===== config.mk =====
export PLATFORM = sky130hd
export DESIGN_NAME = serial_frame_receiver_crc8_unit
export DESIGN_NICKNAME = d
export VERILOG_FILES = /design/src/sfr_crc8_pkg.sv /design/src/serial_frame_receiver_crc8_unit.sv /design/src/sfr_crc8_front.sv /design/src/sfr_crc8_cmdq.sv /design/src/sfr_crc8_back.sv
export VERILOG_INCLUDE_DIRS = /design/src /design/src/src
export SDC_FILE = /design/constraint.sdc
export NUM_CORES = 1
export LEC_CHECK = 0
export BUFFER_PORTS_ARGS = -buffer_cell sky130_fd_sc_hd__buf_2
export CAP_MARGIN = 20
export CORE_MARGIN = 2
export CORE_UTILIZATION = 40
export DETAILED_ROUTE_END_ITERATION = 8
export SLEW_MARGIN = 20
export SYNTH_ARGS = -nofsm -noshare
export SYNTH_HDL_FRONTEND = slang
export SYNTH_SLANG_ARGS = --single-unit

===== constraint.sdc =====
create_clock -name i_clk -period 5.5 [get_ports i_clk]
set_input_delay 0.825 -clock i_clk [delete_from_list [all_inputs] [get_ports i_clk]]
set_output_delay 0.825 -clock i_clk [all_outputs]
set_load 0.01 [all_outputs]

===== src/assert_macros.svh =====
// assertion macros shared by the receiver modules
`ifndef ASSERT_MACROS_SVH
`define ASSERT_MACROS_SVH

// property checked on the module clock, off while in reset
`define SFR_ASSERT(lbl, prop, msg) \
    lbl: assert property (@(posedge i_clk) disable iff (!i_rst_n) prop) else $error(msg);

// condition that must never hold
`define SFR_NEVER(lbl, cond, msg) \
    `SFR_ASSERT(lbl, !(cond), msg)

`endif


===== src/sfr_crc8_pkg.sv =====
// shared constants and types of the serial frame receiver
package sfr_crc8_pkg;

    localparam int MAX_PAYLOAD = 64;
    localparam int BYTE_W      = 8;
    localparam int IDX_W       = $clog2(MAX_PAYLOAD);
    localparam int CNT_W       = $clog2(MAX_PAYLOAD + 1);
    localparam int MEM_AW      = IDX_W + 1;

    localparam int CFG_IDX_W   = 2;
    localparam int CFG_DATA_W  = 8;

    localparam logic [CFG_IDX_W-1:0] CFG_PAYLOAD_LENGTH = 2'd0;
    localparam logic [CFG_IDX_W-1:0] CFG_CRC_POLYNOMIAL = 2'd1;

    localparam logic [CNT_W-1:0]  LEN_RESET  = 7'd1;
    localparam logic [BYTE_W-1:0] POLY_RESET = 8'h8C;

    localparam logic [BYTE_W-1:0] SYNC_BYTE   = 8'h06;
    localparam logic [BYTE_W-1:0] SECOND_BYTE = 8'h85;

    typedef enum logic [1:0] {
        PH_HUNT   = 2'd0,
        PH_SECOND = 2'd1,
        PH_LENGTH = 2'd2,
        PH_DATA   = 2'd3
    } t_phase;

    // one verified frame waiting to be sent out
    typedef struct packed {
        logic             bank;
        logic [CNT_W-1:0] count;
    } t_cmd;

    // back end tells the front end a bank has been read out
    typedef struct packed {
        logic valid;
        logic bank;
    } t_drain_done;

endpackage


===== src/serial_frame_receiver_crc8_unit.sv =====
// Serial frame receiver with reflected crc-8 check, top level.
// Input: one rx byte per cycle; data-phase bytes stall on a draining bank or a full queue.
// Output: after the checksum transfer, bytes go through the command queue, the store read
// and the output register, with a single read in flight on the payload store port.
// Reset: synchronous active low; payload_length 1, crc_polynomial 0x8C, no clearing pass.
// Two store banks let the next frame fill while the previous burst is sent.
module serial_frame_receiver_crc8_unit (
    input  logic                                i_clk,
    input  logic                                i_rst_n,
    input  logic                                i_rx_valid,
    output logic                                o_rx_stall,
    input  logic [sfr_crc8_pkg::BYTE_W-1:0]     i_rx_byte,
    output logic                                o_out_valid,
    input  logic                                i_out_stall,
    output logic [sfr_crc8_pkg::BYTE_W-1:0]     o_payload_byte,
    output logic [sfr_crc8_pkg::IDX_W-1:0]      o_byte_index,
    output logic                                o_last_byte,
    input  logic                                i_cfg_we,
    input  logic [sfr_crc8_pkg::CFG_IDX_W-1:0]  i_cfg_idx,
    input  logic [sfr_crc8_pkg::CFG_DATA_W-1:0] i_cfg_data
);
    import sfr_crc8_pkg::*;

    logic              wr_en;
    logic [MEM_AW-1:0] wr_addr;
    logic [BYTE_W-1:0] wr_data;
    logic              push;
    t_cmd              cmd;
    logic              q_full;
    logic              q_empty;
    t_cmd              q_head;
    logic              pop;
    t_drain_done       done;

    sfr_crc8_front u_front (
        .i_clk      (i_clk),
        .i_rst_n    (i_rst_n),
        .i_rx_valid (i_rx_valid),
        .o_rx_stall (o_rx_stall),
        .i_rx_byte  (i_rx_byte),
        .i_cfg_we   (i_cfg_we),
        .i_cfg_idx  (i_cfg_idx),
        .i_cfg_data (i_cfg_data),
        .o_wr_en    (wr_en),
        .o_wr_addr  (wr_addr),
        .o_wr_data  (wr_data),
        .o_push     (push),
        .o_cmd      (cmd),
        .i_q_full   (q_full),
        .i_done     (done)
    );

    sfr_crc8_cmdq u_cmdq (
        .i_clk   (i_clk),
        .i_rst_n (i_rst_n),
        .i_push  (push),
        .i_cmd   (cmd),
        .i_pop   (pop),
        .o_empty (q_empty),
        .o_full  (q_full),
        .o_head  (q_head)
    );

    sfr_crc8_back u_back (
        .i_clk          (i_clk),
        .i_rst_n        (i_rst_n),
        .i_wr_en        (wr_en),
        .i_wr_addr      (wr_addr),
        .i_wr_data      (wr_data),
        .i_q_empty      (q_empty),
        .i_q_head       (q_head),
        .o_pop          (pop),
        .o_done         (done),
        .o_out_valid    (o_out_valid),
        .i_out_stall    (i_out_stall),
        .o_payload_byte (o_payload_byte),
        .o_byte_index   (o_byte_index),
        .o_last_byte    (o_last_byte)
    );

endmodule


===== src/sfr_crc8_front.sv =====
// frame parser: sync hunt, length check, payload store writes and crc check
`include "assert_macros.svh"

module sfr_crc8_front (
    input  logic                                   i_clk,
    input  logic                                   i_rst_n,
    input  logic                                   i_rx_valid,
    output logic                                   o_rx_stall,
    input  logic [sfr_crc8_pkg::BYTE_W-1:0]        i_rx_byte,
    input  logic                                   i_cfg_we,
    input  logic [sfr_crc8_pkg::CFG_IDX_W-1:0]     i_cfg_idx,
    input  logic [sfr_crc8_pkg::CFG_DATA_W-1:0]    i_cfg_data,
    output logic                                   o_wr_en,
    output logic [sfr_crc8_pkg::MEM_AW-1:0]        o_wr_addr,
    output logic [sfr_crc8_pkg::BYTE_W-1:0]        o_wr_data,
    output logic                                   o_push,
    output sfr_crc8_pkg::t_cmd                     o_cmd,
    input  logic                                   i_q_full,
    input  sfr_crc8_pkg::t_drain_done              i_done
);
    import sfr_crc8_pkg::*;

    t_phase              r_phase, n_phase;
    logic [CNT_W-1:0]    r_count;
    logic [BYTE_W-1:0]   r_crc;
    logic                r_bank;
    logic [1:0]          r_bank_busy;
    logic [CNT_W-1:0]    r_len;
    logic [BYTE_W-1:0]   r_poly;

    logic                take;
    logic                store_ok;
    logic                len_ok;
    logic                crc_match;
    logic [BYTE_W-1:0]   crc_next;

    // lsb-first reflected crc over one byte
    function automatic logic [BYTE_W-1:0] crc8_byte(input logic [BYTE_W-1:0] crc,
                                                    input logic [BYTE_W-1:0] data,
                                                    input logic [BYTE_W-1:0] poly);
        logic [BYTE_W-1:0] c;
        logic [BYTE_W-1:0] d;
        logic              fb;
        c = crc;
        d = data;
        for (int i = 0; i < BYTE_W; i++) begin
            fb = c[0] ^ d[0];
            c  = c >> 1;
            if (fb) begin
                c = c ^ poly;
            end
            d = d >> 1;
        end
        return c;
    endfunction

    // bytes of the data phase wait while the current bank is still being sent out or the command queue is full
    assign o_rx_stall = (r_phase == PH_DATA) && (r_bank_busy[r_bank] || i_q_full);
    assign take       = i_rx_valid && !o_rx_stall;

    assign store_ok  = (r_count < r_len) && (r_count < CNT_W'(MAX_PAYLOAD));
    assign len_ok    = (i_rx_byte == BYTE_W'(r_len)) && (r_len != '0)
                       && (r_len <= CNT_W'(MAX_PAYLOAD));
    assign crc_match = (i_rx_byte == r_crc);
    assign crc_next  = crc8_byte(r_crc, i_rx_byte, r_poly);

    always_comb begin
        n_phase = r_phase;
        if (take) begin
            unique case (r_phase)
                PH_HUNT:   n_phase = (i_rx_byte == SYNC_BYTE) ? PH_SECOND : PH_HUNT;
                PH_SECOND: n_phase = (i_rx_byte == SECOND_BYTE) ? PH_LENGTH : PH_HUNT;
                PH_LENGTH: n_phase = len_ok ? PH_DATA : PH_HUNT;
                PH_DATA:   n_phase = store_ok ? PH_DATA : PH_HUNT;
                default:   n_phase = PH_HUNT;
            endcase
        end
    end

    always_comb begin
        o_wr_en     = take && (r_phase == PH_DATA) && store_ok;
        o_wr_addr   = {r_bank, r_count[IDX_W-1:0]};
        o_wr_data   = i_rx_byte;
        // an empty burst sends nothing
        o_push      = take && (r_phase == PH_DATA) && !store_ok && crc_match
                      && (r_count != '0);
        o_cmd.bank  = r_bank;
        o_cmd.count = r_count;
    end

    always_ff @(posedge i_clk) begin
        if (!i_rst_n) begin
            r_phase     <= PH_HUNT;
            r_count     <= '0;
            r_crc       <= '0;
            r_bank      <= 1'b0;
            r_bank_busy <= '0;
            r_len       <= LEN_RESET;
            r_poly      <= POLY_RESET;
        end else begin
            r_phase <= n_phase;
            if (take && (r_phase == PH_LENGTH)) begin
                r_count <= '0;
                r_crc   <= '0;
            end else if (o_wr_en) begin
                r_count <= r_count + CNT_W'(1);
                r_crc   <= crc_next;
            end else if (take && (r_phase == PH_DATA)) begin
                r_count <= '0;
                r_crc   <= '0;
            end
            if (o_push) begin
                r_bank <= ~r_bank;
            end
            for (int b = 0; b < 2; b++) begin
                if (o_push && (r_bank == 1'(b))) begin
                    r_bank_busy[b] <= 1'b1;
                end else if (i_done.valid && (i_done.bank == 1'(b))) begin
                    r_bank_busy[b] <= 1'b0;
                end
            end
            if (i_cfg_we) begin
                unique case (i_cfg_idx)
                    CFG_PAYLOAD_LENGTH: r_len  <= i_cfg_data[CNT_W-1:0];
                    CFG_CRC_POLYNOMIAL: r_poly <= i_cfg_data;
                    default: ;
                endcase
            end
        end
    end

    `SFR_NEVER(a_wr_busy_bank, o_wr_en && r_bank_busy[r_bank], "payload written into a bank still draining")
    `SFR_NEVER(a_push_full, o_push && i_q_full, "frame command pushed into a full queue")

endmodule


===== src/sfr_crc8_cmdq.sv =====
// two-entry queue of verified frame commands between parser and sender
module sfr_crc8_cmdq (
    input  logic                i_clk,
    input  logic                i_rst_n,
    input  logic                i_push,
    input  sfr_crc8_pkg::t_cmd  i_cmd,
    input  logic                i_pop,
    output logic                o_empty,
    output logic                o_full,
    output sfr_crc8_pkg::t_cmd  o_head
);
    import sfr_crc8_pkg::*;

    t_cmd       r_slot [2];
    logic       r_wr_ptr;
    logic       r_rd_ptr;
    logic [1:0] r_fill;

    logic       do_push;
    logic       do_pop;

    assign o_empty = (r_fill == 2'd0);
    assign o_full  = (r_fill == 2'd2);
    assign o_head  = r_slot[r_rd_ptr];
    assign do_push = i_push && !o_full;
    assign do_pop  = i_pop && !o_empty;

    always_ff @(posedge i_clk) begin
        if (do_push) begin
            r_slot[r_wr_ptr] <= i_cmd;
        end
    end

    always_ff @(posedge i_clk) begin
        if (!i_rst_n) begin
            r_wr_ptr <= 1'b0;
            r_rd_ptr <= 1'b0;
            r_fill   <= 2'd0;
        end else begin
            if (do_push) begin
                r_wr_ptr <= ~r_wr_ptr;
            end
            if (do_pop) begin
                r_rd_ptr <= ~r_rd_ptr;
            end
            if (do_push && !do_pop) begin
                r_fill <= r_fill + 2'd1;
            end else if (do_pop && !do_push) begin
                r_fill <= r_fill - 2'd1;
            end
        end
    end

endmodule


===== src/sfr_crc8_back.sv =====
// payload store and burst sender with registered output
`include "assert_macros.svh"

module sfr_crc8_back (
    input  logic                              i_clk,
    input  logic                              i_rst_n,
    input  logic                              i_wr_en,
    input  logic [sfr_crc8_pkg::MEM_AW-1:0]   i_wr_addr,
    input  logic [sfr_crc8_pkg::BYTE_W-1:0]   i_wr_data,
    input  logic                              i_q_empty,
    input  sfr_crc8_pkg::t_cmd                i_q_head,
    output logic                              o_pop,
    output sfr_crc8_pkg::t_drain_done         o_done,
    output logic                              o_out_valid,
    input  logic                              i_out_stall,
    output logic [sfr_crc8_pkg::BYTE_W-1:0]   o_payload_byte,
    output logic [sfr_crc8_pkg::IDX_W-1:0]    o_byte_index,
    output logic                              o_last_byte
);
    import sfr_crc8_pkg::*;

    logic [BYTE_W-1:0] r_mem [2*MAX_PAYLOAD];

    logic              r_active;
    logic              r_bank;
    logic [CNT_W-1:0]  r_cnt;
    logic [IDX_W-1:0]  r_idx;

    logic              r_rd_pend;
    logic [BYTE_W-1:0] r_rd_data;
    logic [IDX_W-1:0]  r_rd_idx;
    logic              r_rd_last;

    logic              r_out_valid;
    logic [BYTE_W-1:0] r_out_byte;
    logic [IDX_W-1:0]  r_out_idx;
    logic              r_out_last;

    logic              take_out;
    logic              issue;
    logic              is_last;

    assign take_out = r_out_valid && !i_out_stall;
    // one read in flight; it lands in an output register that is sure to be free
    assign issue    = r_active && !r_rd_pend && (!r_out_valid || take_out);
    assign is_last  = ((CNT_W'(r_idx) + CNT_W'(1)) == r_cnt);
    assign o_pop    = !r_active && !i_q_empty;

    assign o_done.valid = issue && is_last;
    assign o_done.bank  = r_bank;

    always_ff @(posedge i_clk) begin
        if (i_wr_en) begin
            r_mem[i_wr_addr] <= i_wr_data;
        end
        if (issue) begin
            r_rd_data <= r_mem[{r_bank, r_idx}];
            r_rd_idx  <= r_idx;
            r_rd_last <= is_last;
        end
        if (r_rd_pend) begin
            r_out_byte <= r_rd_data;
            r_out_idx  <= r_rd_idx;
            r_out_last <= r_rd_last;
        end
    end

    always_ff @(posedge i_clk) begin
        if (!i_rst_n) begin
            r_active    <= 1'b0;
            r_bank      <= 1'b0;
            r_cnt       <= '0;
            r_idx       <= '0;
            r_rd_pend   <= 1'b0;
            r_out_valid <= 1'b0;
        end else begin
            if (o_pop) begin
                r_active <= 1'b1;
                r_bank   <= i_q_head.bank;
                r_cnt    <= i_q_head.count;
                r_idx    <= '0;
            end else if (issue) begin
                r_idx <= r_idx + IDX_W'(1);
                if (is_last) begin
                    r_active <= 1'b0;
                end
            end
            r_rd_pend <= issue;
            if (r_rd_pend) begin
                r_out_valid <= 1'b1;
            end else if (take_out) begin
                r_out_valid <= 1'b0;
            end
        end
    end

    assign o_out_valid    = r_out_valid;
    assign o_payload_byte = r_out_byte;
    assign o_byte_index   = r_out_idx;
    assign o_last_byte    = r_out_last;

    `SFR_NEVER(a_pend_on_full, r_rd_pend && r_out_valid, "read data arrived while output register held a byte")
    `SFR_ASSERT(a_last_ends, (issue && is_last) |=> !r_active, "sender still active after last read")

endmodule


* Word-level counts from Yosys, hierarchy flattened
Memory sizes are Yosys's and may differ from the RTL's. A register that Yosys moved wholly into a read port is not among the register bits.
Index checks and enable logic that the tools add are counted.
** Storage, ports and cells
- Register bits :: 70
- Memory bits (writable) :: 1040
- Input port bits :: 23
- Memories kept :: 2
** Memory list
- u_back.r_mem :: words 128, bits a word 8, rd ports 1, clocked after Yosys merged registers in 1, wr ports 1, RTL line sfr_crc8_back.sv:22 : logic [BYTE_W-1:0] r_mem [2*MAX_PAYLOAD];
- u_cmdq.r_slot :: words 2, bits a word 8, rd ports 1, clocked after Yosys merged registers in 1, wr ports 1, RTL line sfr_crc8_cmdq.sv:14 : t_cmd r_slot [2];
** Operators by class
- $add $sub $neg :: 5
- Magnitude comparators :: 4
- Eq/ne operators :: 10
- Multiplexer cells :: 34
- Bitwise gates (word level) :: 21
- Reductions and logical operators :: 54
** Operators by type and width (count)
- $mux 8 :: 10
- $xor 7x8->8 :: 8
- $logic_and 1x1->1 :: 24
- $mux 1 :: 16
- $mux 7 :: 2
- $reduce_bool 2->1 :: 7
- $reduce_bool 7->1 :: 2
- $logic_not 1->1 :: 11
- $mux 2 :: 5
- $eq 8x3->1 const B :: 1
- $eq 8x7->1 :: 1
- $eq 8x8->1 :: 1
- $eq 8x8->1 const B :: 1
- $pmux 2 s4 :: 1
- $xor 1x1->1 :: 8
- $add 6x1->7 const B :: 1
- $add 7x1->7 const B :: 1
- $eq 7x7->1 :: 1
- $le 7x7->1 const B :: 1
- $lt 7x7->1 :: 1
- $lt 7x7->1 const B :: 1
- $add 6x1->6 const B :: 1
- $eq 2x2->1 const B :: 3
- $logic_not 2->1 :: 3
- other kinds (8) :: 17

* Longest topological paths before layout
Gate-level depths: netlist of the first run.
- Depth after elaboration :: 17
- Mapped depth :: 14
- Mapped depth without buffers :: 13

* Modules after synthesis
Synthesis of the first run repeated with hierarchy kept, for this count alone.
** Unflattened totals
- Cells, all modules :: 2278
- Area, all modules :: 45585.0 um2
** Modules (own cells, without submodules)
- sfr_crc8_back :: times used 1, cells each 1767, area each 41278.3 um2, sequential area each 31990.7 um2
- sfr_crc8_front :: times used 1, cells each 460, area each 3503.4 um2, sequential area each 700.7 um2
- sfr_crc8_cmdq :: times used 1, cells each 51, area each 803.3 um2, sequential area each 580.6 um2

* Worst setup path before layout of the first run
Ideal clock, no wire load.
- Path type :: input -> register
- From :: in i_rx_byte[2] (netlist name)
- To :: reg u_front.r_crc[5]
- Setup time :: 117 ps
- Data arrival time :: 3981 ps
- Required time :: 5383 ps
- Setup slack :: 1402 ps
- Stages :: 13
- Path through :: xor2_2 xnor2_1 a21oi_1 or4_4 and2_1 buf_6 xnor3_1 o21ai_1 a31oi_1 a311oi_4 xor2_2 a211o_1 a32o_1
** On the way
- Longest elaborated chain between the ends :: 13
- Elaborated cells between the ends (all ways) :: 18
- Those cells by class :: mux: 7; bitwise: 11
** Ends and longest elaborated chain
- from (decl) :: RTL line serial_frame_receiver_crc8_unit.sv:12 : input logic [sfr_crc8_pkg::BYTE_W-1:0] i_rx_byte,
- $xor 1x1->1 (*) :: RTL line sfr_crc8_front.sv:47 : fb = c[0] ^ d[0];
- $mux 8 (*) :: RTL line sfr_crc8_front.sv:49 : if (fb) begin
- $xor 7x8->8 / $xor 1x1->1 (equally long branches) :: RTL line sfr_crc8_front.sv:50, sfr_crc8_front.sv:47
- $mux 8 (*) :: RTL line sfr_crc8_front.sv:49
- $xor 7x8->8 / $xor 1x1->1 (equally long branches) :: RTL line sfr_crc8_front.sv:50, sfr_crc8_front.sv:47
- $mux 8 (*) :: RTL line sfr_crc8_front.sv:49
- $xor 1x1->1 / $xor 7x8->8 (equally long branches) :: RTL line sfr_crc8_front.sv:47, sfr_crc8_front.sv:50
- $mux 8 (*) :: RTL line sfr_crc8_front.sv:49
- $xor 7x8->8 / $xor 1x1->1 (equally long branches) :: RTL line sfr_crc8_front.sv:50, sfr_crc8_front.sv:47
- $mux 8 (*) :: RTL line sfr_crc8_front.sv:49
- $xor 7x8->8 / $xor 1x1->1 (equally long branches) :: RTL line sfr_crc8_front.sv:50, sfr_crc8_front.sv:47
- $mux 8 (*) :: RTL line sfr_crc8_front.sv:49
- $mux 8 (*) :: RTL line sfr_crc8_front.sv:105 : end else if (o_wr_en) begin
- to (signal assigned) :: RTL line sfr_crc8_front.sv:107 : r_crc <= crc_next;
- to (decl) :: RTL line sfr_crc8_front.sv:25 : logic [BYTE_W-1:0] r_crc;
Mark *: on every way between the ends. The rest lies on a longest branch, timed or not.
A chain may end at the register's enable or synchronous reset.

* Final worst setup path of the first run
- From :: reg u_front.r_poly[2]
- To :: reg u_front.r_crc[2]
** On the way
- Longest elaborated chain between the ends :: 17
- Elaborated cells between the ends (all ways) :: 22
- Those cells by class :: mux: 9; bitwise: 13
** Ends and longest elaborated chain
- from (decl) :: RTL line sfr_crc8_front.sv:29 : logic [BYTE_W-1:0] r_poly;
- from (signal assigned) :: RTL line sfr_crc8_front.sv:125 : CFG_CRC_POLYNOMIAL: r_poly <= i_cfg_data;
- $xor 7x8->8 :: RTL line sfr_crc8_front.sv:50 : c = c ^ poly;
- $mux 8 :: RTL line sfr_crc8_front.sv:49
- $xor 7x8->8 :: RTL line sfr_crc8_front.sv:50
- $mux 8 :: RTL line sfr_crc8_front.sv:49
- $xor 7x8->8 :: RTL line sfr_crc8_front.sv:50
- $mux 8 :: RTL line sfr_crc8_front.sv:49
- $xor 1x1->1 :: RTL line sfr_crc8_front.sv:47
- $mux 8 :: RTL line sfr_crc8_front.sv:49
- $xor 7x8->8 / $xor 1x1->1 (equally long branches) :: RTL line sfr_crc8_front.sv:50, sfr_crc8_front.sv:47
- $mux 8 :: RTL line sfr_crc8_front.sv:49
- $xor 7x8->8 / $xor 1x1->1 (equally long branches) :: RTL line sfr_crc8_front.sv:50, sfr_crc8_front.sv:47
- $mux 8 :: RTL line sfr_crc8_front.sv:49
- $xor 7x8->8 / $xor 1x1->1 (equally long branches) :: RTL line sfr_crc8_front.sv:50, sfr_crc8_front.sv:47
- $mux 8 :: RTL line sfr_crc8_front.sv:49
- $xor 7x8->8 / $xor 1x1->1 (equally long branches) :: RTL line sfr_crc8_front.sv:50, sfr_crc8_front.sv:47
- $mux 8 (*) :: RTL line sfr_crc8_front.sv:49
- $mux 8 (*) :: RTL line sfr_crc8_front.sv:105
Marks and branches as above.

==> report_table.html, run 1 <==
<table>
<tr><th>Metric</th><th>Value</th></tr>
<tr><th colspan="2">Outcome</th></tr>
<tr><td>Status</td><td>finished clean</td></tr>
<tr><th colspan="2">Die</th></tr>
<tr><td>Core Region</td><td>112000 sq um</td></tr>
<tr><td>Width of the chip</td><td>340 microns</td></tr>
<tr><td>Die footprint</td><td>115000 sq um</td></tr>
<tr><td>Chip Height</td><td>340 microns</td></tr>
<tr><td>Starting density of the core</td><td>0.402</td></tr>
<tr><td>Number of rows in the core area</td><td>123</td></tr>
<tr><td>Num ports</td><td>40</td></tr>
<tr><th colspan="2">Timing</th></tr>
<tr><td>Least-Margin Pin Slew</td><td>1050 ps</td></tr>
<tr><td>Total negative slack for setup checks</td><td>0 ps</td></tr>
<tr><td>Rel. slew slack</td><td>0.299</td></tr>
<tr><td>Unrepaired setup endpoints after global routing</td><td>no</td></tr>
<tr><td>Final Hold Viols</td><td>0</td></tr>
<tr><td>Final-layout worst hold slack</td><td>417 ps</td></tr>
<tr><td>Total count of max-transition violations in the final report</td><td>0</td></tr>
<tr><td>Highest clock rate</td><td>0.224 GHz</td></tr>
<tr><td>Number of endpoints failing setup at the final stage</td><td>0</td></tr>
<tr><td>Clock period minus final worst setup slack</td><td>4470 ps</td></tr>
<tr><td>Max Clock Skew</td><td>25.3 ps</td></tr>
<tr><td>Final critical-path setup slack</td><td>1030 ps</td></tr>
<tr><td>Final cycle utilization of the critical path</td><td>0.813</td></tr>
<tr><th colspan="2">Setup path</th></tr>
<tr><td>R2r endpoint</td><td>u_front.r_crc[2]</td></tr>
<tr><td>Critical path data arrival time</td><td>5080 ps</td></tr>
<tr><td>Length in cells of the worst reg-to-reg path</td><td>12</td></tr>
<tr><td>Kind of capture point of the worst setup path</td><td>flop</td></tr>
<tr><td>Startpoint class of the critical path</td><td>flop</td></tr>
<tr><td>Worst r2r src</td><td>u_front.r_poly[2]</td></tr>
<tr><td>Required time worst endpoint</td><td>6110 ps</td></tr>
<tr><td>Biggest fanout along the worst timing path</td><td>13</td></tr>
<tr><td>Slack of the worst reg-to-reg path</td><td>1030 ps</td></tr>
<tr><td>Critical path type</td><td>reg2reg</td></tr>
<tr><th colspan="2">Detailed routing</th></tr>
<tr><td>Number of remaining DRC errors</td><td>0</td></tr>
<tr><td>Vias per cell</td><td>5.64</td></tr>
<tr><td>Post-route antenna net violation count</td><td>0</td></tr>
<tr><td>First-pass iteration count of the detailed router</td><td>5</td></tr>
<tr><td>Number of design-rule violations left by the first detailed-router iteration</td><td>2614</td></tr>
<tr><td>Wirelength, routed</td><td>107000 microns</td></tr>
<tr><td>Average detailed-routed wire length per instance</td><td>27.5 microns</td></tr>
<tr><td>Via Count</td><td>21.9k</td></tr>
<tr><th colspan="2">Clocking</th></tr>
<tr><td>Number of sinks handled by clock tree synthesis</td><td>1126</td></tr>
<tr><td>CTS H-Tree Depth</td><td>3</td></tr>
<tr><td>Clock latency on the worst-skew pair</td><td>690 ps</td></tr>
<tr><td>Clock tree from TritonCTS</td><td>yes</td></tr>
<tr><td>Worst-case clock buffer depth</td><td>3</td></tr>
<tr><td>Resize count post-CTS</td><td>0</td></tr>
<tr><td>Cell at the root of the clock tree</td><td>sky130_fd_sc_hd__clkbuf_16</td></tr>
<tr><td>Clock slew at the register clock pins of the worst setup and hold paths</td><td>70 ps</td></tr>
<tr><td>Post-CTS repair timing setup buffer count</td><td>0</td></tr>
<tr><td>Hold_buf cts</td><td>0</td></tr>
<tr><td>Inserted Clock Buffers</td><td>108</td></tr>
<tr><th colspan="2">Global routing</th></tr>
<tr><td>Met1 global-route usage</td><td>0.268</td></tr>
<tr><td>Met2 track demand over resource</td><td>0.293</td></tr>
<tr><td>Gr usage total</td><td>0.185</td></tr>
<tr><td>Remaining global-route overflow</td><td>0</td></tr>
<tr><td>Met3 usage</td><td>0.0366</td></tr>
<tr><td>Wire length of the first global-routing pass</td><td>156000 microns</td></tr>
<tr><td>Initial antenna violation count</td><td>3</td></tr>
<tr><td>Number of global-route vias before repair</td><td>22.2k</td></tr>
<tr><td>Busiest layer in global routing</td><td>met2</td></tr>
<tr><td>Pin count of the biggest net entering global routing</td><td>93</td></tr>
<tr><th colspan="2">Logic synthesis</th></tr>
<tr><td>Synth Area per Inst</td><td>20.5 sq um</td></tr>
<tr><td>Area share of the largest cell type after synthesis</td><td>0.712</td></tr>
<tr><td>Most instantiated flip-flop cell in the synthesis netlist</td><td>sky130_fd_sc_hd__edfxtp_1</td></tr>
<tr><td>Library cells used by synthesis</td><td>67</td></tr>
<tr><td>Top area cells in the synthesized netlist</td><td>sky130_fd_sc_hd__edfxtp_1, sky130_fd_sc_hd__mux4_2, sky130_fd_sc_hd__dfxtp_1</td></tr>
<tr><td>Yosys warnings</td><td>0</td></tr>
<tr><td>Post-synthesis cell area</td><td>45100 sq um</td></tr>
<tr><td>Net count after synthesis</td><td>2229</td></tr>
<tr><td>Number of flip-flops and latches in the synthesized netlist</td><td>1126</td></tr>
<tr><td>Fraction of the yosys area taken by sequential cells</td><td>0.737</td></tr>
<tr><td>Number of instances in the synthesized netlist</td><td>2196</td></tr>
<tr><td>Number of synthesized flops with an enable pin</td><td>1070</td></tr>
<tr><td>Yosys top cell by area</td><td>sky130_fd_sc_hd__edfxtp_1</td></tr>
<tr><td>Async SR Flop Fraction</td><td>0</td></tr>
<tr><th colspan="2">Worst hold path</th></tr>
<tr><td>Min-Delay Path Depth</td><td>0</td></tr>
<tr><td>Worst Min Path Start</td><td>u_back.r_rd_idx[0]</td></tr>
<tr><td>End point of the most critical hold path</td><td>u_back.o_byte_index[0]</td></tr>
<tr><td>Worst Hold Class</td><td>reg2reg</td></tr>
<tr><th colspan="2">Power and ir drop</th></tr>
<tr><td>P per Cell Area</td><td>391 nW/um^2</td></tr>
<tr><td>Final Total Pwr</td><td>19900 uW</td></tr>
<tr><td>Leakage power</td><td>0.0155 uW</td></tr>
<tr><td>Maximum resistive drop on vdd</td><td>0.273 mV</td></tr>
<tr><th colspan="2">Placement</th></tr>
<tr><td>Post-detailed-placement half-perimeter wirelength</td><td>65900 microns</td></tr>
<tr><td>Pre-CTS worst setup slack</td><td>811 ps</td></tr>
<tr><td>Count of placed standard cells including taps</td><td>3671</td></tr>
<tr><td>Port bufs</td><td>39</td></tr>
<tr><td>Final Wtd Congestion</td><td>0.799</td></tr>
<tr><th colspan="2">Cells and area</th></tr>
<tr><td>Post-Layout Cell Count</td><td>3874</td></tr>
<tr><td>Count of nets after finishing</td><td>2314</td></tr>
<tr><td>Share of cells above drive strength 1</td><td>0.261</td></tr>
<tr><td>Post-synthesis to final-layout area growth</td><td>12.9%</td></tr>
<tr><th colspan="2">Run</th></tr>
<tr><td>Maxcap violations</td><td>0</td></tr>
</table>
==> cell type report <==
type	instances	area [sq um]
Antenna cell	2	5.00
Tap cell	1500	1880
Inverter	17	63.8
Fill cell	9297	61300
Multi-Input combinational cell	934	11300
Clock buffer	133	2880
Clock inverter	68	757
Sequential cell	1126	33300
Timing Repair Buffer	94	753
==> Yosys cell counts, drive strengths merged (5+ instances only) <==
| library cell | count |
|---|---|
| inv | 17 |
| mux2i | 19 |
| or3 | 5 |
| and3 | 11 |
| xnor3 | 8 |
| dfxtp | 56 |
| buf | 37 |
| nand2 | 80 |
| nor2 | 169 |
| edfxtp | 1070 |
| nor2b | 20 |
| xor2 | 28 |
| a21o | 7 |
| o21ai | 26 |
| mux4 | 336 |
| nand4 | 12 |
| a21oi | 28 |
| clkbuf | 82 |
| o31ai | 5 |
| nand3 | 35 |
| mux2 | 8 |
| and2 | 8 |
| a211oi | 5 |
| nor3 | 6 |
| xnor2 | 39 |
| o211ai | 6 |
| ha | 10 |
| o211a | 9 |
==> worst max-delay path by stage <==
stage	from	endpoint	slack [ps]
after global routing	u_front.r_poly[2]	u_front.r_crc[2]	770
after detailed placement	i_rx_byte[0]	u_front.r_crc[2]	810
after global placement	i_rx_byte[1]	u_front.r_crc[2]	800
after CTS	u_front.r_poly[2]	u_front.r_crc[2]	1140
after floorplan	i_rx_byte[2]	u_front.r_crc[5]	1400
final	u_front.r_poly[2]	u_front.r_crc[2]	1030
==> critical path, cell delays in order, from the launching register on <==
cell and delay [ps]:
sky130_fd_sc_hd__dfxtp_1 680, sky130_fd_sc_hd__inv_1 330, sky130_fd_sc_hd__or3_1 410, sky130_fd_sc_hd__a211oi_1 220, sky130_fd_sc_hd__a21oi_1 60, sky130_fd_sc_hd__and2_1 250
sky130_fd_sc_hd__xor2_2 310, sky130_fd_sc_hd__xnor3_1 390, sky130_fd_sc_hd__a211oi_1 660, sky130_fd_sc_hd__o21ai_1 200, sky130_fd_sc_hd__xnor3_1 380, sky130_fd_sc_hd__or4_1 410
sky130_fd_sc_hd__nand3_1 100
==> kinds of logic after synthesis <==
kind of cell | synth area share
multiplexers | 0.174
AO/OA/AOI/OAI | 0.0178
XOR/XNOR | 0.0182
flip-flops | 0.737
adder cells (fa/ha/maj) | 0.00277
buffers and inverters | 0.0118
AND/OR/NAND/NOR | 0.0381
==> stage by stage <==
| step | utilization | cell area (sq um) |
|---|---|---|
| floorplan | - | 45100 |
| global placement | 0.421 | 47300 |
| detailed placement | 0.421 | 47300 |
| CTS | 0.454 | 50900 |
| global route | 0.454 | 50900 |
| finish | 0.454 | 50900 |
==> power by group <==
part / switching (uW) / internal [uW] / total (uW)
registers: 143 / 9500 / 9640
logic: 1360 / 1360 / 2720
clock network: 3170 / 4390 / 7550
total: 4680 / 15200 / 19900
==> layer usage <==
metal | part of all wire | vias up
li1 | - | 9213
met1 | 0.43 | 11700
met2 | 0.48 | 834
met3 | 0.079 | 131
met4 | 0.017 | 0
met5 | 0 | -
==> sequential cells by signal (all words and copies together) (netlist names), 7 cells and up <==
name,cells
u_cmdq.r_slot,16
u_back.r_rd_data,8
u_back.o_payload_byte,8
u_front.r_poly,8
u_back.r_mem,1024
u_front.r_len,7
u_back.r_cnt,7
u_front.r_crc,8
u_front.r_count,7
==> cell usage in the layout, fill, tap and decap left out, types with 31 or more instances in the layout <==
master | synthesis | layout
sky130_fd_sc_hd__mux4_2 | 336 | 336
sky130_fd_sc_hd__dfxtp_1 | 56 | 52
sky130_fd_sc_hd__nor2_1 | 168 | 168
sky130_fd_sc_hd__buf_4 | 0 | 53
sky130_fd_sc_hd__nand2_1 | 80 | 80
sky130_fd_sc_hd__clkbuf_16 | 0 | 110
sky130_fd_sc_hd__nand3_1 | 33 | 33
sky130_fd_sc_hd__edfxtp_1 | 1070 | 1070
sky130_fd_sc_hd__buf_2 | 0 | 31
sky130_fd_sc_hd__xnor2_1 | 37 | 37
(Power assumes the default switching activity.)
==> inputs of run 2 (changes only) <==
--- a/config.mk
+++ b/config.mk
@@ -6,6 +6,7 @@
 export SDC_FILE = /design/constraint.sdc
 export NUM_CORES = 1
 export LEC_CHECK = 0
+export ABC_AREA = 1
 export BUFFER_PORTS_ARGS = -buffer_cell sky130_fd_sc_hd__buf_2
 export CAP_MARGIN = 20
 export CORE_MARGIN = 2
==> constraint.sdc (replaced) <==
create_clock -name i_clk -period 4.25 [get_ports i_clk]
set_input_delay 0.6375 -clock i_clk [delete_from_list [all_inputs] [get_ports i_clk]]
set_output_delay 0.6375 -clock i_clk [all_outputs]
set_load 0.01 [all_outputs]
==> run 2 against run 1 <==
  * Core utilization increased by 0.47 points
  * Sequential cell count unchanged
  * Fmax increased by 20%
  * Clock skew increased by 3.2 ps
  * Synthesized cell count increased by 72%
  * Power increased by 54%
  * Area after synthesis increased by 1.8%
  * First-iteration DRC count increased by 27%
  * Design area increased by 2.7%
  * Global-route usage increased by 3.0 points
  * Critical endpoint is now u_back.r_mem[24][5]
  * Critical path depth increased by 3
  * Wire length increased by 20%
==> report_table.html, run 2 <==
<table>
<tr><th>Metric</th><th>Value</th></tr>
<tr><th colspan="2">Detailed routing</th></tr>
<tr><td>Average detailed-routed wire length per instance</td><td>23.3 microns (was 27.5 microns)</td></tr>
<tr><td>Wirelength, routed</td><td>128000 microns (was 107000 microns)</td></tr>
<tr><td>Vias per cell</td><td>5.63 (was 5.64)</td></tr>
<tr><td>Post-route antenna net violation count</td><td>0 (unchanged)</td></tr>
<tr><td>Number of design-rule violations left by the first detailed-router iteration</td><td>3330 (was 2614)</td></tr>
<tr><td>Routed length on met2</td><td>59100 microns (was 50600 microns)</td></tr>
<tr><td>First-pass iteration count of the detailed router</td><td>5 (unchanged)</td></tr>
<tr><td>Max Used Layer</td><td>met5 (was met4)</td></tr>
<tr><td>Via Count</td><td>30.9k (was 21.9k)</td></tr>
<tr><td>Number of remaining DRC errors</td><td>0 (unchanged)</td></tr>
<tr><td>Wire length on met1</td><td>54100 microns (was 45700 microns)</td></tr>
<tr><td>Met3 Routed Length</td><td>9270 microns (was 8390 microns)</td></tr>
<tr><th colspan="2">Setup path</th></tr>
<tr><td>R2r endpoint</td><td>u_back.r_mem[24][5] (was u_front.r_crc[2])</td></tr>
<tr><td>Required time worst endpoint</td><td>4560 ps (was 6110 ps)</td></tr>
<tr><td>Slack of the worst reg-to-reg path</td><td>530 ps (was 1030 ps)</td></tr>
<tr><td>Max stage delay on crit path</td><td>620 ps (was 680 ps)</td></tr>
<tr><td>Delay-heaviest family, CP</td><td>simple AND/OR/NAND/NOR gates (unchanged)</td></tr>
<tr><td>Cell seen most often among critical-path stages</td><td>sky130_fd_sc_hd__nor2_1</td></tr>
<tr><td>Critical path's slowest cell</td><td>sky130_fd_sc_hd__nor2_1 (was sky130_fd_sc_hd__dfxtp_1)</td></tr>
<tr><td>Biggest fanout along the worst timing path</td><td>16 (was 13)</td></tr>
<tr><td>Kind of capture point of the worst setup path</td><td>flop (unchanged)</td></tr>
<tr><td>Critical path type</td><td>reg2reg (unchanged)</td></tr>
<tr><td>Worst r2r src</td><td>u_front.r_count[2] (was u_front.r_poly[2])</td></tr>
<tr><td>Startpoint class of the critical path</td><td>flop (unchanged)</td></tr>
<tr><td>Cells along the critical path</td><td>ha_1, nand2_1, a21oi_1, a211oi_1, o21ai_0, o21ai_0, nand2_1, a211oi_1, inv_1, nor2_1, inv_1, nor2_1, nand3_1, buf_4, nor2_1 (was inv_1, or3_1, a211oi_1, a21oi_1, and2_1, xor2_2, xnor3_1, a211oi_1, o21ai_1, xnor3_1, or4_1, nand3_1)</td></tr>
<tr><td>Number of buffer and inverter stages on the critical path</td><td>3 (was 1)</td></tr>
<tr><td>Critical path data arrival time</td><td>4040 ps (was 5080 ps)</td></tr>
<tr><td>Length in cells of the worst reg-to-reg path</td><td>15 (was 12)</td></tr>
<tr><th colspan="2">Worst hold path</th></tr>
<tr><td>Worst Hold Class</td><td>in2reg (was reg2reg)</td></tr>
<tr><td>Worst Min Path Start</td><td>i_cfg_data[3] (was u_back.r_rd_idx[0])</td></tr>
<tr><td>End point of the most critical hold path</td><td>u_front.r_poly[3] (was u_back.o_byte_index[0])</td></tr>
<tr><td>Min-Delay Path Depth</td><td>3 (was 0)</td></tr>
<tr><th colspan="2">Power and ir drop</th></tr>
<tr><td>Leakage power</td><td>0.0173 uW (was 0.0155 uW)</td></tr>
<tr><td>Maximum resistive drop on vdd</td><td>0.384 mV (was 0.273 mV)</td></tr>
<tr><td>Final Total Pwr</td><td>30600 uW (was 19900 uW)</td></tr>
<tr><td>P per Cell Area</td><td>586 nW/um^2 (was 391 nW/um^2)</td></tr>
<tr><th colspan="2">Die</th></tr>
<tr><td>Core Region</td><td>114000 sq um (was 112000 sq um)</td></tr>
<tr><td>Chip Height</td><td>343 microns (was 340 microns)</td></tr>
<tr><td>Num ports</td><td>40 (unchanged)</td></tr>
<tr><td>Starting density of the core</td><td>0.403 (was 0.402)</td></tr>
<tr><td>Number of rows in the core area</td><td>124 (was 123)</td></tr>
<tr><td>Die footprint</td><td>117000 sq um (was 115000 sq um)</td></tr>
<tr><td>Width of the chip</td><td>343 microns (was 340 microns)</td></tr>
<tr><th colspan="2">Logic synthesis</th></tr>
<tr><td>Yosys top cell by area</td><td>sky130_fd_sc_hd__edfxtp_1 (unchanged)</td></tr>
<tr><td>Fraction of the yosys area taken by sequential cells</td><td>0.724 (was 0.737)</td></tr>
<tr><td>Library cells used by synthesis</td><td>44 (was 67)</td></tr>
<tr><td>Leading cell type by number of instances after synthesis</td><td>sky130_fd_sc_hd__edfxtp_1 (unchanged)</td></tr>
<tr><td>Number of synthesized flops with an enable pin</td><td>1070 (unchanged)</td></tr>
<tr><td>Yosys warnings</td><td>0 (unchanged)</td></tr>
<tr><td>Post-synthesis cell area</td><td>45900 sq um (was 45100 sq um)</td></tr>
<tr><td>Synth Area per Inst</td><td>12.1 sq um (was 20.5 sq um)</td></tr>
<tr><td>Async SR Flop Fraction</td><td>0 (unchanged)</td></tr>
<tr><td>Top area cells in the synthesized netlist</td><td>sky130_fd_sc_hd__edfxtp_1, sky130_fd_sc_hd__o21ai_0, sky130_fd_sc_hd__nor2_1 (was sky130_fd_sc_hd__edfxtp_1, sky130_fd_sc_hd__mux4_2, sky130_fd_sc_hd__dfxtp_1)</td></tr>
<tr><td>Net count after synthesis</td><td>3819 (was 2229)</td></tr>
<tr><td>Area share of the largest cell type after synthesis</td><td>0.700 (was 0.712)</td></tr>
<tr><td>Number of flip-flops and latches in the synthesized netlist</td><td>1126 (unchanged)</td></tr>
<tr><td>Cell types with the highest counts after synthesis</td><td>sky130_fd_sc_hd__edfxtp_1, sky130_fd_sc_hd__nor2_1, sky130_fd_sc_hd__o21ai_0 (was sky130_fd_sc_hd__edfxtp_1, sky130_fd_sc_hd__mux4_2, sky130_fd_sc_hd__nor2_1)</td></tr>
<tr><td>Number of instances in the synthesized netlist</td><td>3786 (was 2196)</td></tr>
<tr><td>Most instantiated flip-flop cell in the synthesis netlist</td><td>sky130_fd_sc_hd__edfxtp_1 (unchanged)</td></tr>
<tr><th colspan="2">Clocking</th></tr>
<tr><td>Clock tree from TritonCTS</td><td>yes (unchanged)</td></tr>
<tr><td>Worst-case clock buffer depth</td><td>3 (unchanged)</td></tr>
<tr><td>Clock slew at the register clock pins of the worst setup and hold paths</td><td>60 ps (was 70 ps)</td></tr>
<tr><td>Number of sinks handled by clock tree synthesis</td><td>1126 (unchanged)</td></tr>
<tr><td>Inserted Clock Buffers</td><td>114 (was 108)</td></tr>
<tr><td>Clock latency on the worst-skew pair</td><td>700 ps (was 690 ps)</td></tr>
<tr><td>CTS H-Tree Depth</td><td>3 (unchanged)</td></tr>
<tr><td>Post-CTS repair timing setup buffer count</td><td>0 (unchanged)</td></tr>
<tr><td>Resize count post-CTS</td><td>0 (unchanged)</td></tr>
<tr><td>Hold_buf cts</td><td>0 (unchanged)</td></tr>
<tr><td>Cell at the root of the clock tree</td><td>sky130_fd_sc_hd__clkbuf_16 (unchanged)</td></tr>
<tr><th colspan="2">Global routing</th></tr>
<tr><td>Initial antenna violation count</td><td>5 (was 3)</td></tr>
<tr><td>Gr usage total</td><td>0.215 (was 0.185)</td></tr>
<tr><td>Pin count of the biggest net entering global routing</td><td>120 (was 93)</td></tr>
<tr><td>Number of global-route vias before repair</td><td>29.6k (was 22.2k)</td></tr>
<tr><td>Remaining global-route overflow</td><td>0 (unchanged)</td></tr>
<tr><td>Wire length of the first global-routing pass</td><td>191000 microns (was 156000 microns)</td></tr>
<tr><th colspan="2">Cells and area</th></tr>
<tr><td>Most flop-heavy register</td><td>u_back.r_mem (unchanged)</td></tr>
<tr><td>Post-synthesis to final-layout area growth</td><td>13.9% (was 12.9%)</td></tr>
<tr><td>Leading registers by flop count</td><td>u_back.r_mem: 1024 flops, u_cmdq.r_slot: 16 flops (unchanged)</td></tr>
<tr><td>Commonest cells after routing, fill and taps aside</td><td>sky130_fd_sc_hd__edfxtp_1, sky130_fd_sc_hd__nor2_1, sky130_fd_sc_hd__o21ai_0 (was sky130_fd_sc_hd__edfxtp_1, sky130_fd_sc_hd__mux4_2, sky130_fd_sc_hd__nor2_1)</td></tr>
<tr><td>Number of flip-flops in the largest register</td><td>1024 (unchanged)</td></tr>
<tr><td>Count of nets after finishing</td><td>3912 (was 2314)</td></tr>
<tr><td>Share of cells above drive strength 1</td><td>0.109 (was 0.261)</td></tr>
<tr><td>Commonest non-fill, non-tap cell in the layout</td><td>sky130_fd_sc_hd__edfxtp_1 (unchanged)</td></tr>
<tr><th colspan="2">Run</th></tr>
<tr><td>Maxcap violations</td><td>0 (unchanged)</td></tr>
<tr><th colspan="2">Timing</th></tr>
<tr><td>Number of endpoints failing setup at the final stage</td><td>0 (unchanged)</td></tr>
<tr><td>Highest clock rate</td><td>0.269 GHz (was 0.224 GHz)</td></tr>
<tr><td>Total count of max-transition violations in the final report</td><td>0 (unchanged)</td></tr>
<tr><td>Unrepaired setup endpoints after global routing</td><td>no (unchanged)</td></tr>
<tr><td>Final cycle utilization of the critical path</td><td>0.876 (was 0.813)</td></tr>
<tr><td>Least-Margin Pin Slew</td><td>1190 ps (was 1050 ps)</td></tr>
<tr><td>Total negative slack for setup checks</td><td>0 ps (unchanged)</td></tr>
<tr><td>Final Hold Viols</td><td>0 (unchanged)</td></tr>
<tr><td>Final-layout worst hold slack</td><td>190 ps (was 417 ps)</td></tr>
<tr><td>Max Clock Skew</td><td>28.5 ps (was 25.3 ps)</td></tr>
<tr><td>Clock period minus final worst setup slack</td><td>3720 ps (was 4470 ps)</td></tr>
<tr><td>Rel. slew slack</td><td>0.202 (was 0.299)</td></tr>
<tr><th colspan="2">Outcome</th></tr>
<tr><td>Status</td><td>finished clean (unchanged)</td></tr>
<tr><th colspan="2">Placement</th></tr>
<tr><td>Port bufs</td><td>39 (unchanged)</td></tr>
<tr><td>Post-detailed-placement half-perimeter wirelength</td><td>77000 microns (was 65900 microns)</td></tr>
<tr><td>Final Wtd Congestion</td><td>0.864 (was 0.799)</td></tr>
</table>
run 2: cell count changes in the layout (fill, tap and decap cells not counted), moves of 22 or more:
cell / delta
sky130_fd_sc_hd__mux4_2: -336
sky130_fd_sc_hd__a21oi_1: +22
sky130_fd_sc_hd__o21ai_0: +648
sky130_fd_sc_hd__inv_1: +67
sky130_fd_sc_hd__buf_4: +126
sky130_fd_sc_hd__nor2_1: +656
sky130_fd_sc_hd__nand2_1: +149
sky130_fd_sc_hd__nand3_1: +38
sky130_fd_sc_hd__o221ai_1: +47
sky130_fd_sc_hd__o22ai_1: +255
run 2: how the worst max path moves through the flow:
| stage | slack, ps | cells past startpoint | start | to |
|---|---|---|---|---|
| after floorplan | 1140 | 15 | u_front.r_count[2] | u_back.r_mem[100][0] |
| after global placement | 600 | 15 | u_front.r_count[2] | u_back.r_mem[112][6] |
| after detailed placement | 570 | 15 | u_front.r_count[2] | u_back.r_mem[60][4] |
| after CTS | 540 | 15 | u_front.r_count[2] | u_back.r_mem[60][4] |
| after global routing | 240 | 15 | u_front.r_count[2] | u_back.r_mem[24][5] |
| final | 530 | 15 | u_front.r_count[2] | u_back.r_mem[24][5] |
run 2: layout make-up:
type | instances | area [sq um]
fillers | 10300 | 61700
flip-flops and latches | 1126 | 33300
multi-input cells | 2315 | 11300
clock buffers | 135 | 2950
well taps | 1512 | 1890
repair buffers | 225 | 1800
clock inverters | 73 | 667
inverters | 97 | 384
diodes | 1 | 2.50
run 2: per-stage QoR:
step                instance area [sq um]  cells  setup slack, ps   util
detailed placement                  48700   5275              574  0.427
floorplan                           45900   3786             1140      -
global route                        52300   5483              245  0.459
global placement                    48700   5275              604  0.427
finish                              52300   5484              527  0.459
CTS                                 52300   5483              543  0.459
run 2: cell families (layout without fill, tap and decap cells):
group,after synthesis,in the layout,synth area share
other,0,1,0
adders and majority gates,10,10,0.00273
and+or+nand+nor,1183,1183,0.104
buffers and inverters,345,530,0.0289
AOI/OAI and AO/OA,1080,1080,0.132
xor gates and xnor gates,42,42,0.00801
DFF,1126,1126,0.724
run 2: report_power, final:
group	leakage (uW)	switching [uW]	internal, uW
sequential	0.0101	263	12400
combinational	0.00550	5740	2460
clock	0.00176	4200	5610
run 2: tightest hold or removal path, delay by kind of cell:
kind | cells | cell delay (ps)
buffers and inverters | 1 | 90
and+or+nand+nor | 1 | 60
AOI/OAI and AO/OA | 1 | 70
run 2: layer usage:
metal,vias to the layer above,GRT usage
met4,6,0.0819
met1,15200,0.297
met3,248,0.0347
met5,-,0
li1,14100,-
met2,1315,0.344
